File: src/hdl/dfbc_pkg.sv
// ---------------------------------------------------------------------------
// dfbc_pkg
// Shared widths, codes and control types of the flex baseline classifier.
// ---------------------------------------------------------------------------
package dfbc_pkg;

  localparam int SAMPLE_BITS = 10;
  localparam logic [SAMPLE_BITS-1:0] SMAX = '1;

  localparam int CNT_W = 16;
  localparam int TOL_W = 10;
  localparam int RUN_W = 8;
  localparam int LVL_W = 10;
  localparam int SEV_W = 3;
  localparam int PH_W  = 2;

  localparam int CFG_ADDR_W = 3;
  localparam int CFG_DATA_W = 16;

  localparam int IN_TDATA_W  = 24;
  localparam int OUT_TDATA_W = 80;
  localparam int OUT_TUSER_W = 3;
  localparam int OUT_USED_W  = 7 * SAMPLE_BITS + SEV_W;
  localparam int OUT_PAD_W   = OUT_TDATA_W - OUT_USED_W;
  localparam int IN_PAD_W    = IN_TDATA_W - 2 * SAMPLE_BITS;

  localparam logic [PH_W-1:0] PH_PRE  = 2'd0;
  localparam logic [PH_W-1:0] PH_CAL  = 2'd1;
  localparam logic [PH_W-1:0] PH_DONE = 2'd2;
  localparam logic [PH_W-1:0] PH_RUN  = 2'd3;

  localparam logic [SEV_W-1:0] SEV_NONE   = 3'd0;
  localparam logic [SEV_W-1:0] SEV_SUBCLN = 3'd1;
  localparam logic [SEV_W-1:0] SEV_MILD   = 3'd2;
  localparam logic [SEV_W-1:0] SEV_MOD    = 3'd3;
  localparam logic [SEV_W-1:0] SEV_SEVERE = 3'd4;

  localparam logic [CFG_ADDR_W-1:0] REG_CAL_SAMPLES = 3'd0;
  localparam logic [CFG_ADDR_W-1:0] REG_WARMUP      = 3'd1;
  localparam logic [CFG_ADDR_W-1:0] REG_TOLERANCE   = 3'd2;
  localparam logic [CFG_ADDR_W-1:0] REG_RUN_NEEDED  = 3'd3;
  localparam logic [CFG_ADDR_W-1:0] REG_LVL_SUBCLN  = 3'd4;
  localparam logic [CFG_ADDR_W-1:0] REG_LVL_MILD    = 3'd5;
  localparam logic [CFG_ADDR_W-1:0] REG_LVL_MOD     = 3'd6;
  localparam logic [CFG_ADDR_W-1:0] REG_LVL_SEVERE  = 3'd7;

  // per-beat control from the sequencer to both channels
  typedef struct packed {
    logic            step;      // beat moves into the result register
    logic [PH_W-1:0] phase;     // PH_PRE, PH_CAL or PH_RUN
    logic            pre_done;  // pre-mean completes on this beat
    logic            track_en;  // past warm-up, stability tracking on
    logic            ending;    // calibration ends on this beat
  } dfbc_ctl_t;

endpackage

File: src/hdl/dfbc_channel.sv
// ---------------------------------------------------------------------------
// dfbc_channel
// One sensor channel: pre-mean accumulator, moving-average ring, stability
// run, running minimum and baseline.
// ---------------------------------------------------------------------------
module dfbc_channel #(
  parameter int AVG_TAPS    = 10,
  parameter int PRE_SAMPLES = 5
) (
  input  logic                              clk,
  input  logic                              rst_n,
  input  dfbc_pkg::dfbc_ctl_t               ctl,
  input  logic [dfbc_pkg::SAMPLE_BITS-1:0]  raw,
  input  logic [dfbc_pkg::TOL_W-1:0]        tol,
  input  logic [dfbc_pkg::RUN_W-1:0]        run_needed,
  output logic [dfbc_pkg::SAMPLE_BITS-1:0]  smooth,
  output logic [dfbc_pkg::SAMPLE_BITS-1:0]  base,
  output logic [dfbc_pkg::SAMPLE_BITS-1:0]  dev
);
  import dfbc_pkg::*;

  localparam int POS_W  = (AVG_TAPS > 1) ? $clog2(AVG_TAPS) : 1;
  localparam int SUM_W  = SAMPLE_BITS + $clog2(AVG_TAPS + 1);
  localparam int TAP_SH = SUM_W + $clog2(AVG_TAPS);
  localparam int TAP_MW = SUM_W + 1;
  localparam int TAP_PW = SUM_W + TAP_MW;
  localparam logic [TAP_MW-1:0] TAP_M =
    TAP_MW'(((64'd1 << TAP_SH) + 64'(AVG_TAPS) - 64'd1) / 64'(AVG_TAPS));
  localparam int ACC_W  = SAMPLE_BITS + $clog2(PRE_SAMPLES + 1);
  localparam int PRE_SH = ACC_W + $clog2(PRE_SAMPLES);
  localparam int PRE_MW = ACC_W + 1;
  localparam int PRE_PW = ACC_W + PRE_MW;
  localparam logic [PRE_MW-1:0] PRE_M =
    PRE_MW'(((64'd1 << PRE_SH) + 64'(PRE_SAMPLES) - 64'd1) / 64'(PRE_SAMPLES));
  localparam logic [POS_W-1:0] POS_LAST = POS_W'(AVG_TAPS - 1);
  localparam logic [RUN_W-1:0] RUN_MAX  = '1;

  function automatic logic [SAMPLE_BITS-1:0] absdiff(
    input logic [SAMPLE_BITS-1:0] a,
    input logic [SAMPLE_BITS-1:0] b
  );
    return (a >= b) ? a - b : b - a;
  endfunction

  logic [SAMPLE_BITS-1:0] ring_r [AVG_TAPS];
  logic [SUM_W-1:0]       sum_r;
  logic [POS_W-1:0]       pos_r;
  logic [ACC_W-1:0]       pre_acc_r;
  logic [SAMPLE_BITS-1:0] pre_mean_r;
  logic [RUN_W-1:0]       run_r;
  logic [SAMPLE_BITS-1:0] min_r;
  logic [SAMPLE_BITS-1:0] baseline_r;

  logic [SAMPLE_BITS-1:0] old_val;
  logic [SUM_W-1:0]       sum_upd;
  logic [TAP_PW-1:0]      tap_prod;
  logic [ACC_W-1:0]       acc_upd;
  logic [PRE_PW-1:0]      pre_prod;
  logic [SAMPLE_BITS-1:0] mean_calc;
  logic                   stable;
  logic [RUN_W-1:0]       run_upd;
  logic [RUN_W-1:0]       run_nxt;
  logic [SAMPLE_BITS-1:0] min_nxt;
  logic [SAMPLE_BITS-1:0] mean_src;
  logic [SAMPLE_BITS-1:0] base_new;
  logic [SAMPLE_BITS-1:0] fill_val;
  logic [SUM_W-1:0]       fill_sum;
  logic                   do_fill;
  logic                   in_pre;
  logic [POS_W-1:0]       pos_adv;

  assign in_pre   = (ctl.phase == PH_PRE);
  assign old_val  = ring_r[pos_r];
  assign sum_upd  = sum_r - SUM_W'(old_val) + SUM_W'(raw);
  assign tap_prod = TAP_PW'(sum_upd) * TAP_PW'(TAP_M);
  assign smooth   = SAMPLE_BITS'(tap_prod >> TAP_SH);
  assign pos_adv  = (pos_r == POS_LAST) ? '0 : pos_r + 1'b1;

  assign acc_upd   = pre_acc_r + ACC_W'(raw);
  assign pre_prod  = PRE_PW'(acc_upd) * PRE_PW'(PRE_M);
  assign mean_calc = SAMPLE_BITS'(pre_prod >> PRE_SH);

  assign stable  = (TOL_W'(absdiff(raw, smooth)) <= tol);
  assign run_upd = !stable ? '0 : ((run_r == RUN_MAX) ? run_r : run_r + 1'b1);
  assign run_nxt = ctl.track_en ? run_upd : run_r;
  assign min_nxt = (ctl.track_en && (run_upd >= run_needed) && (smooth < min_r))
                   ? smooth : min_r;

  assign mean_src = in_pre ? mean_calc : pre_mean_r;
  assign base_new = (min_nxt == SMAX) ? mean_src : min_nxt;
  assign fill_val = ctl.ending ? base_new : mean_calc;
  assign fill_sum = SUM_W'(fill_val) * SUM_W'(AVG_TAPS);
  assign do_fill  = ctl.ending || (in_pre && ctl.pre_done);

  assign base = ctl.ending ? base_new : baseline_r;
  assign dev  = absdiff(smooth, baseline_r);

  always_ff @(posedge clk) begin
    if (!rst_n) begin
      sum_r      <= '0;
      pos_r      <= '0;
      pre_acc_r  <= '0;
      pre_mean_r <= '0;
      run_r      <= '0;
      min_r      <= SMAX;
      baseline_r <= '0;
    end else if (ctl.step) begin
      if (in_pre) begin
        pre_acc_r <= acc_upd;
        if (ctl.pre_done) begin
          pre_mean_r <= mean_calc;
        end
      end
      if (ctl.phase == PH_CAL) begin
        run_r <= run_nxt;
        min_r <= min_nxt;
      end
      if (ctl.ending) begin
        baseline_r <= base_new;
      end
      if (do_fill) begin
        sum_r <= fill_sum;
        pos_r <= '0;
      end else if (!in_pre) begin
        sum_r <= sum_upd;
        pos_r <= pos_adv;
      end
    end
  end

  // ring contents are preloaded when the pre-mean completes, before any value read from them is used
  always_ff @(posedge clk) begin
    if (ctl.step) begin
      if (do_fill) begin
        for (int i = 0; i < AVG_TAPS; i++) begin
          ring_r[i] <= fill_val;
        end
      end else if (!in_pre) begin
        ring_r[pos_r] <= raw;
      end
    end
  end

endmodule

File: src/hdl/dual_flex_baseline_classifier.sv
// ---------------------------------------------------------------------------
// dual_flex_baseline_classifier
// Two-channel flex sensor baseline calibration and severity classifier.
// ---------------------------------------------------------------------------
// channel | dir | beat contents
// in_     | in  | raw_first, raw_second
// out_    | out | smoothed values, baselines, deviations, severity + phase
// cfg_    | in  | one register write per cycle with cfg_we high
//
// One beat per cycle sustained while out_tready is high; a beat is held in the input
// register and moves into the output register once the output register is free or taken.
// All per-sample work is done by logic between those two registers.
// Reset (rst_n low, synchronous) returns to pre-mean phase, defaults reload.
// out_tready low holds the output beat; input accepts while a slot is free.
// ---------------------------------------------------------------------------
module dual_flex_baseline_classifier #(
  parameter int AVG_TAPS    = 10,
  parameter int PRE_SAMPLES = 5
) (
  input  logic                              clk,
  input  logic                              rst_n,
  input  logic                              in_tvalid,
  output logic                              in_tready,
  // [9:0] raw_first, [19:10] raw_second
  input  logic [dfbc_pkg::IN_TDATA_W-1:0]   in_tdata,
  output logic                              out_tvalid,
  input  logic                              out_tready,
  // [9:0] smooth_first, [19:10] smooth_second, [29:20] base_first,
  // [39:30] base_second, [49:40] dev_first, [59:50] dev_second,
  // [69:60] dev_total, [72:70] severity
  output logic [dfbc_pkg::OUT_TDATA_W-1:0]  out_tdata,
  // [1:0] phase, [2] data_valid
  output logic [dfbc_pkg::OUT_TUSER_W-1:0]  out_tuser,
  input  logic                              cfg_we,
  input  logic [dfbc_pkg::CFG_ADDR_W-1:0]   cfg_addr,
  input  logic [dfbc_pkg::CFG_DATA_W-1:0]   cfg_wdata
);
  import dfbc_pkg::*;

  localparam logic [CNT_W-1:0] CNT_MAX = '1;

  logic [CNT_W-1:0] cal_samples_r;
  logic [CNT_W-1:0] warmup_r;
  logic [TOL_W-1:0] tol_r;
  logic [RUN_W-1:0] run_needed_r;
  logic [LVL_W-1:0] lvl_subcln_r;
  logic [LVL_W-1:0] lvl_mild_r;
  logic [LVL_W-1:0] lvl_mod_r;
  logic [LVL_W-1:0] lvl_severe_r;

  logic                     in_v_r;
  logic [SAMPLE_BITS-1:0]   raw_first_r;
  logic [SAMPLE_BITS-1:0]   raw_second_r;
  logic                     out_v_r;
  logic [OUT_TDATA_W-1:0]   out_data_r;
  logic [OUT_TUSER_W-1:0]   out_user_r;

  logic [PH_W-1:0]  phase_r;
  logic [PH_W-1:0]  phase_nxt;
  logic [CNT_W-1:0] count_r;
  logic [CNT_W-1:0] count_nxt;

  logic             adv;
  logic [PH_W-1:0]  ph_eff;
  logic [CNT_W-1:0] cnt_inc;
  logic             pre_done;
  logic             ending;
  dfbc_ctl_t        ctl;

  logic [SAMPLE_BITS-1:0] sm_first, sm_second;
  logic [SAMPLE_BITS-1:0] bs_first, bs_second;
  logic [SAMPLE_BITS-1:0] dv_first, dv_second;
  logic [SAMPLE_BITS:0]   dev_sum;
  logic [SAMPLE_BITS-1:0] dev_total;
  logic [SEV_W-1:0]       severity;
  logic                   run_ph;
  logic                   show_base;
  logic [PH_W-1:0]        ph_out;
  logic [SAMPLE_BITS-1:0] o_sm_first, o_sm_second, o_bs_first, o_bs_second;
  logic [SAMPLE_BITS-1:0] o_dv_first, o_dv_second, o_dev_total;
  logic [SEV_W-1:0]       o_severity;

  // ---- configuration
  always_ff @(posedge clk) begin
    if (!rst_n) begin
      cal_samples_r <= CNT_W'(300);
      warmup_r      <= CNT_W'(25);
      tol_r         <= TOL_W'(2);
      run_needed_r  <= RUN_W'(6);
      lvl_subcln_r  <= LVL_W'(3);
      lvl_mild_r    <= LVL_W'(5);
      lvl_mod_r     <= LVL_W'(10);
      lvl_severe_r  <= LVL_W'(20);
    end else if (cfg_we) begin
      unique case (cfg_addr)
        REG_CAL_SAMPLES: cal_samples_r <= cfg_wdata[CNT_W-1:0];
        REG_WARMUP:      warmup_r      <= cfg_wdata[CNT_W-1:0];
        REG_TOLERANCE:   tol_r         <= cfg_wdata[TOL_W-1:0];
        REG_RUN_NEEDED:  run_needed_r  <= cfg_wdata[RUN_W-1:0];
        REG_LVL_SUBCLN:  lvl_subcln_r  <= cfg_wdata[LVL_W-1:0];
        REG_LVL_MILD:    lvl_mild_r    <= cfg_wdata[LVL_W-1:0];
        REG_LVL_MOD:     lvl_mod_r     <= cfg_wdata[LVL_W-1:0];
        REG_LVL_SEVERE:  lvl_severe_r  <= cfg_wdata[LVL_W-1:0];
      endcase
    end
  end

  // ---- handshake
  assign adv        = in_v_r && (!out_v_r || out_tready);
  assign in_tready  = !in_v_r || adv;
  assign out_tvalid = out_v_r;
  assign out_tdata  = out_data_r;
  assign out_tuser  = out_user_r;

  always_ff @(posedge clk) begin
    if (!rst_n) begin
      in_v_r <= 1'b0;
    end else if (in_tready) begin
      in_v_r <= in_tvalid;
    end
  end

  always_ff @(posedge clk) begin
    if (in_tready && in_tvalid) begin
      raw_first_r  <= in_tdata[SAMPLE_BITS-1:0];
      raw_second_r <= in_tdata[2*SAMPLE_BITS-1:SAMPLE_BITS];
    end
  end

  // ---- phase sequencer
  assign ph_eff   = (phase_r == PH_DONE || phase_r == PH_RUN) ? PH_RUN : phase_r;
  assign cnt_inc  = (count_r == CNT_MAX) ? count_r : count_r + 1'b1;
  assign pre_done = (ph_eff == PH_PRE) && (cnt_inc >= CNT_W'(PRE_SAMPLES));
  assign ending   = ((ph_eff == PH_PRE) && pre_done && (cnt_inc >= cal_samples_r)) ||
                    ((ph_eff == PH_CAL) && (cnt_inc >= cal_samples_r));

  always_comb begin
    phase_nxt = ph_eff;
    count_nxt = count_r;
    if (ph_eff == PH_PRE || ph_eff == PH_CAL) begin
      count_nxt = cnt_inc;
    end
    priority if (ending) begin
      phase_nxt = PH_DONE;
    end else if (pre_done) begin
      phase_nxt = PH_CAL;
    end
  end

  always_ff @(posedge clk) begin
    if (!rst_n) begin
      phase_r <= PH_PRE;
      count_r <= '0;
    end else if (adv) begin
      phase_r <= phase_nxt;
      count_r <= count_nxt;
    end
  end

  assign ctl.step     = adv;
  assign ctl.phase    = ph_eff;
  assign ctl.pre_done = pre_done;
  assign ctl.track_en = (ph_eff == PH_CAL) && (count_r >= warmup_r);
  assign ctl.ending   = ending;

  // ---- channels
  dfbc_channel #(
    .AVG_TAPS    (AVG_TAPS),
    .PRE_SAMPLES (PRE_SAMPLES)
  ) u_first (
    .clk        (clk),
    .rst_n      (rst_n),
    .ctl        (ctl),
    .raw        (raw_first_r),
    .tol        (tol_r),
    .run_needed (run_needed_r),
    .smooth     (sm_first),
    .base       (bs_first),
    .dev        (dv_first)
  );

  dfbc_channel #(
    .AVG_TAPS    (AVG_TAPS),
    .PRE_SAMPLES (PRE_SAMPLES)
  ) u_second (
    .clk        (clk),
    .rst_n      (rst_n),
    .ctl        (ctl),
    .raw        (raw_second_r),
    .tol        (tol_r),
    .run_needed (run_needed_r),
    .smooth     (sm_second),
    .base       (bs_second),
    .dev        (dv_second)
  );

  // ---- classification
  assign dev_sum   = {1'b0, dv_first} + {1'b0, dv_second};
  assign dev_total = dev_sum[SAMPLE_BITS:1];

  always_comb begin
    priority if (dev_total >= lvl_severe_r) begin
      severity = SEV_SEVERE;
    end else if (dev_total >= lvl_mod_r) begin
      severity = SEV_MOD;
    end else if (dev_total >= lvl_mild_r) begin
      severity = SEV_MILD;
    end else if (dev_total >= lvl_subcln_r) begin
      severity = SEV_SUBCLN;
    end else begin
      severity = SEV_NONE;
    end
  end

  assign run_ph    = (ph_eff == PH_RUN);
  assign show_base = run_ph || ending;
  assign ph_out    = ending ? PH_DONE : ph_eff;

  assign o_sm_first   = run_ph ? sm_first : '0;
  assign o_sm_second  = run_ph ? sm_second : '0;
  assign o_bs_first   = show_base ? bs_first : '0;
  assign o_bs_second  = show_base ? bs_second : '0;
  assign o_dv_first   = run_ph ? dv_first : '0;
  assign o_dv_second  = run_ph ? dv_second : '0;
  assign o_dev_total  = run_ph ? dev_total : '0;
  assign o_severity   = run_ph ? severity : SEV_NONE;

  always_ff @(posedge clk) begin
    if (!rst_n) begin
      out_v_r <= 1'b0;
    end else if (adv) begin
      out_v_r <= 1'b1;
    end else if (out_tready) begin
      out_v_r <= 1'b0;
    end
  end

  always_ff @(posedge clk) begin
    if (adv) begin
      out_data_r <= {{OUT_PAD_W{1'b0}}, o_severity, o_dev_total, o_dv_second, o_dv_first,
                     o_bs_second, o_bs_first, o_sm_second, o_sm_first};
      out_user_r <= {run_ph, ph_out};
    end
  end

endmodule

File: config.mk
export PLATFORM = sky130hd
export DESIGN_NAME = dual_flex_baseline_classifier
export DESIGN_NICKNAME = d
export VERILOG_FILES = /design/src/hdl/dfbc_pkg.sv /design/src/hdl/dfbc_channel.sv /design/src/hdl/dual_flex_baseline_classifier.sv
export SDC_FILE = /design/constraint.sdc
export NUM_CORES = 2
export LEC_CHECK = 0
export BUFFER_PORTS_ARGS = -buffer_cell sky130_fd_sc_hd__buf_2
export CAP_MARGIN = 20
export CORE_ASPECT_RATIO = 1.5
export CORE_MARGIN = 8
export CORE_UTILIZATION = 45
export DETAILED_ROUTE_END_ITERATION = 10
export GPL_TIMING_DRIVEN = 0
export SYNTH_ARGS = -nofsm -noshare
export SYNTH_HDL_FRONTEND = slang
export SYNTH_HIERARCHICAL = 1
export SYNTH_SLANG_ARGS = --single-unit
File: constraint.sdc
create_clock -name clk -period 21.7 [get_ports clk]
set_input_delay 4.34 -clock clk [delete_from_list [all_inputs] [get_ports clk]]
set_output_delay 4.34 -clock clk [all_outputs]
set_load 0.1 [all_outputs]
Word-level counts from Yosys, hierarchy flattened. Memories as Yosys holds them, arrays and structs flattened. A register that Yosys moved wholly into a read port is not among the register bits. Cells that the tools add are included. Widths: inputs -> output; s select.

Bits in registers: 344. Bits in latches: 0. RAM bits: 200. Bits in read-only memories: 0. Input bits: 48. Logic and storage cells: 193. Memories kept: 2.

Memory list: u_first.ring_r (words 10, width 10, read ports 1, clocked after Yosys merged registers in 1, write ports 10, RTL line dfbc_channel.sv:45) `logic [SAMPLE_BITS-1:0] ring_r [AVG_TAPS];`; u_second.ring_r (words 10, width 10, read ports 1, clocked after Yosys merged registers in 1, write ports 10, RTL line dfbc_channel.sv:45).

$add $sub $neg: 20. Multiply operators: 6. Div/mod/pow operators: 0. Order comparisons: 17. Equal/unequal tests: 19. Shift-type cells: 0. Muxes and demuxes: 55. Bitwise gates (word level): 1. Reduce and logical (&&, ||, !) cells: 40.

Operators by type and width (count): $mux 10 (16); $ge 10x10->1 (8); $sub 10x10->10 (8); $mul 14x15->28 const B (2); $mux 14 (4); $mul 13x12->24 const B (2); $mux 4 (12); $ge 16x16->1 (2); $mux 8 (4); $add 14x10->14 (2); $sub 14x10->14 (2); $add 13x10->13 (2); $mul 10x3->13 const B (2); $reduce_and 2->1 (12); $eq 10x10->1 const B (2); $le 10x10->1 (2); $lt 10x10->1 (2); $reduce_or 10->1 (2); $add 16x1->16 const B (1); $add 8x1->8 const B (2); $eq 16x16->1 const B (1); $eq 8x8->1 const B (2); $ge 16x3->1 const B (1); $ge 8x8->1 (2); 22 further kinds (63).

Depth between registers and ports, before layout.
Depth after elaboration: 16. Mapped depth: 89. Mapped depth without buffers: 82.

Hierarchy. Netlist, hierarchy kept.

By module, submodules not included: dfbc_channel at u_first (instances 1, cells each 2120, area an instance 21066.5 µm², sequential area each 6266.0 µm²); dfbc_channel at u_second (instances 1, cells each 2030, area an instance 20512.2 µm², sequential area each 6266.0 µm²); dual_flex_baseline_classifier (instances 1, cells each 1059, area an instance 10124.7 µm², sequential area each 5084.9 µm²).

Worst setup path after synthesis. No wires, ideal clock.

Path type: register -> register. From: register (tool-made name). To: register u_second.sum_r[11]. Data arrival time: 17863 ps. Data required time: 21605 ps. Path slack: 3741 ps. Cell stages (with the launch flop): 84. Period minus slack after synthesis: 17959 ps. Cells stage by stage: dfxtp_1 clkbuf_1 buf_1 mux4_2 mux4_2 ha_1 inv_1 ha_1 fa_1 a21o_1 a21oi_1 o21bai_1 a21oi_1 o21bai_1 a21oi_1 o21bai_1 a2111o_1 o211ai_1 [48 not listed] mux2_4 buf_4 a32oi_1 o21ai_1 buf_4 inv_1 ha_1 ha_1 a21o_1 a21o_1 a21o_1 a21oi_1 nor2b_1 o21a_1 o21a_1 o21ai_0 o21ai_0 a221oi_1.

RTL lines: end signal: assignment (RTL line dfbc_channel.sv:122) `sum_r <= fill_sum;`; end signal: assignment (RTL line dfbc_channel.sv:125) `sum_r <= sum_upd;`; end: declaration (RTL line dfbc_channel.sv:46) `logic [SUM_W-1:0] sum_r;`.

==> results.ini <==
[run_status]
status=completed

[worst_setup_path]
cp.arrival_ns=21.24
crit_path_top_delay_cell=mux4_2
cp-start-kind=flop
crit_path_end_kind=flop
worst_path_most_repeated_cell=o21a_1
worstSetupPathType=reg -> reg
worst-path-buf-inv=13
cp_max_fo=10
cp.required_ns=22.26
cp_slowest_stage_delay_ns=0.64
critPathTopFamily=compound AO/OA/AOI/OAI gates

[synth]
synth.area.top_cells=edfxtp_1 (24%), ha_1 (16%), dfxtp_1 (9.9%)
yosysSeqAreaShare=0.3407
synth_top_area_share=0.2416
synthArstFlopShare=0
netlist-cell-type-count=109
ys_warn_count=6
synth_top_family_by_area=adder cells
synth_mux_area_frac=0.05735
ys_ff_latch=672
ys.flop_type=edfxtp_1
synth_fa_ha_area_frac=0.2506
syn_area_per_cell_sq_um=9.926
synth_cells=5209
yosysTopAreaCell=edfxtp_1
netlist_area_sq_um=51700
synth_compound_area_frac=0.1403
synth_edf_count=416
synthXorXnorAreaFrac=0.02989
synthSimpleGateAreaFrac=0.1154

[global_route]
grt-busiest-layer=met2
grt_util_all_layers=0.2380
use_met3=0.02753
antenna_found_initial=5
grt_overflow_total=0
grt_max_degree=29
grt_pass1_vias=39660
grt_pass1_wl_mm=232.7
use_met1=0.2730
use_met2=0.4323

[drt]
avgViaCountPerCell=5.591
vias=39270
wl_per_cell_um=21.75
wirelength_mm=152.7
firstDrtPassIters=5
initialDrtViolationCount=2470
route.detailed.drc=0
postRouteAntennaNets=0

[sta]
skew_ns=0.02847
tightest_slew_ns=1.056
max_clock_freq_ghz=0.04837
rsz0062_at_grt=false
fin_crit_ns=20.68
relSlewSlack=0.2927
setup_viol=0
hold_viol=0
finalCritPeriodShare=0.9528
drv_slew=0
finalSetupTns_ns=0

[cells_and_area]
drive_above_1_share=0.09250
multiInputGateArea_sq_um=30780
area_delta_synth_final_pct=10.21
final_util=0.4985
most-common-layout-cells=ha_1 (649), nand2_1 (623), inv_1 (612)
final_common_cell=ha_1
fillers=10690
nets=6359
regArea_sq_um=17620
fin_cells=7023

[hold_path]
min_path_type=reg -> reg

[placed_design]
placed_cells=6885
portBuffers=109
routabilityCongestion=0.9613
dp_hpwl_mm=122.1

[clocking]
cts_setup_buffers=0
clockBufferDepth=3
hold_buffers=0
clk_pin_slew_worst_paths_ns=0.07
cts_buffers=73
cts_tree=yes
clock_latency_ns=0.67
cts-root-buf=clkbuf_16
cts.sink_count=672
htree_num_levels=3

[floorplanning]
ioPinCount=133
core_area_sq_um=114300
die_h_um=431.1
rows=152
start_util=0.4523
die_x_um=292.8
die_area_sq_um=126200

[flow_run]
drv_cap=0

==> routing by layer <==
metal / vias up / part of all wire
li1: 18670 / -
met2: 1122 / 0.51
met4: 2 / 0.058
met1: 19120 / 0.39
met3: 352 / 0.044
met5: - / 0.000085
==> sequential cells by signal, summed over array words and instances, names as in the netlist, 13 cells and up, named ones only <==
name,flops
u_first/ring_r,160
u_first/pre_acc_r,13
out_tdata,73
u_second/sum_r,14
warmup_r,16
u_first/sum_r,14
u_second/pre_acc_r,13
cal_samples_r,16
u_second/ring_r,160
count_r,16
==> per-stage QoR <==
| stage | hold WS [ns] | instance area [sq um] | setup WS, ns |
|---|---|---|---|
| 2_1_floorplan | 0.4363 | 51730 | 3.741 |
| 3_3_place_gp | 0.4417 | 54200 | 0.1402 |
| 3_5_place_dp | 0.4473 | 54440 | 0.4090 |
| 4_1_cts | 0.4557 | 56900 | 0.3070 |
| 5_1_grt | 0.4743 | 56980 | 0.05970 |
| 6_report | 0.4533 | 56980 | 1.025 |
==> Yosys cell counts (40+ instances only) <==
master,number
dfxtp_1,256
and2_1,76
o21bai_1,45
a21o_1,83
mux2i_1,57
nor2_1,239
a21oi_1,308
nand2_1,623
xnor2_1,121
nor2b_1,40
mux4_2,100
xor2_1,51
o21ai_1,141
o21ai_0,194
nor3_1,68
inv_1,612
edfxtp_1,416
nand3_1,84
fa_1,241
ha_1,649
clkbuf_1,166
o211ai_1,62
==> layout make-up <==
class	instances	share of cell area
diodes	2	0.00008783
plain buffers	232	0.01871
clock buffers	91	0.03432
clock inverters	44	0.008981
inverters	624	0.04111
multi-input cells	3687	0.5402
flip-flops and latches	672	0.3092
well taps	1540	0.03382
repair buffers	131	0.01357
==> path summary, 6_finish.rpt <==
path	start	to	slack (ns)	depth (start not counted)
max reg2reg	flop	u_second/sum_r[11]	1.02	82
min	lvl_mild_r[1]	lvl_mild_r[1]	0.45	2
min reg2reg	lvl_mild_r[1]	lvl_mild_r[1]	0.45	2
max	flop	u_second/sum_r[11]	1.02	82
==> cells by family after synthesis <==
family                     Yosys count
DFF                                672
buffers and inverters              856
AOI/OAI and AO/OA                 1137
muxes                              169
adders and majority gates          891
and+or+nand+nor                   1309
other                                1
xor gates and xnor gates           174
==> timing repair <==
| action | CTS | global route |
|---|---|---|
| gates resized for setup | 0 | 28 |
| hold endpoints to repair | 0 | 0 |
| endpoints found under the setup margin | 0 | 12 |
==> worst min-delay path: cells and delay by family (launching register included) <==
kind / cells / cell delay, ns
AND/OR/NAND/NOR: 1 / 0.05
flip-flops: 1 / 0.31
AO/OA/AOI/OAI: 1 / 0.05
Power is not shown: default switching activity piles up to over one toggle a cycle in this logic, so the estimate is an artifact.
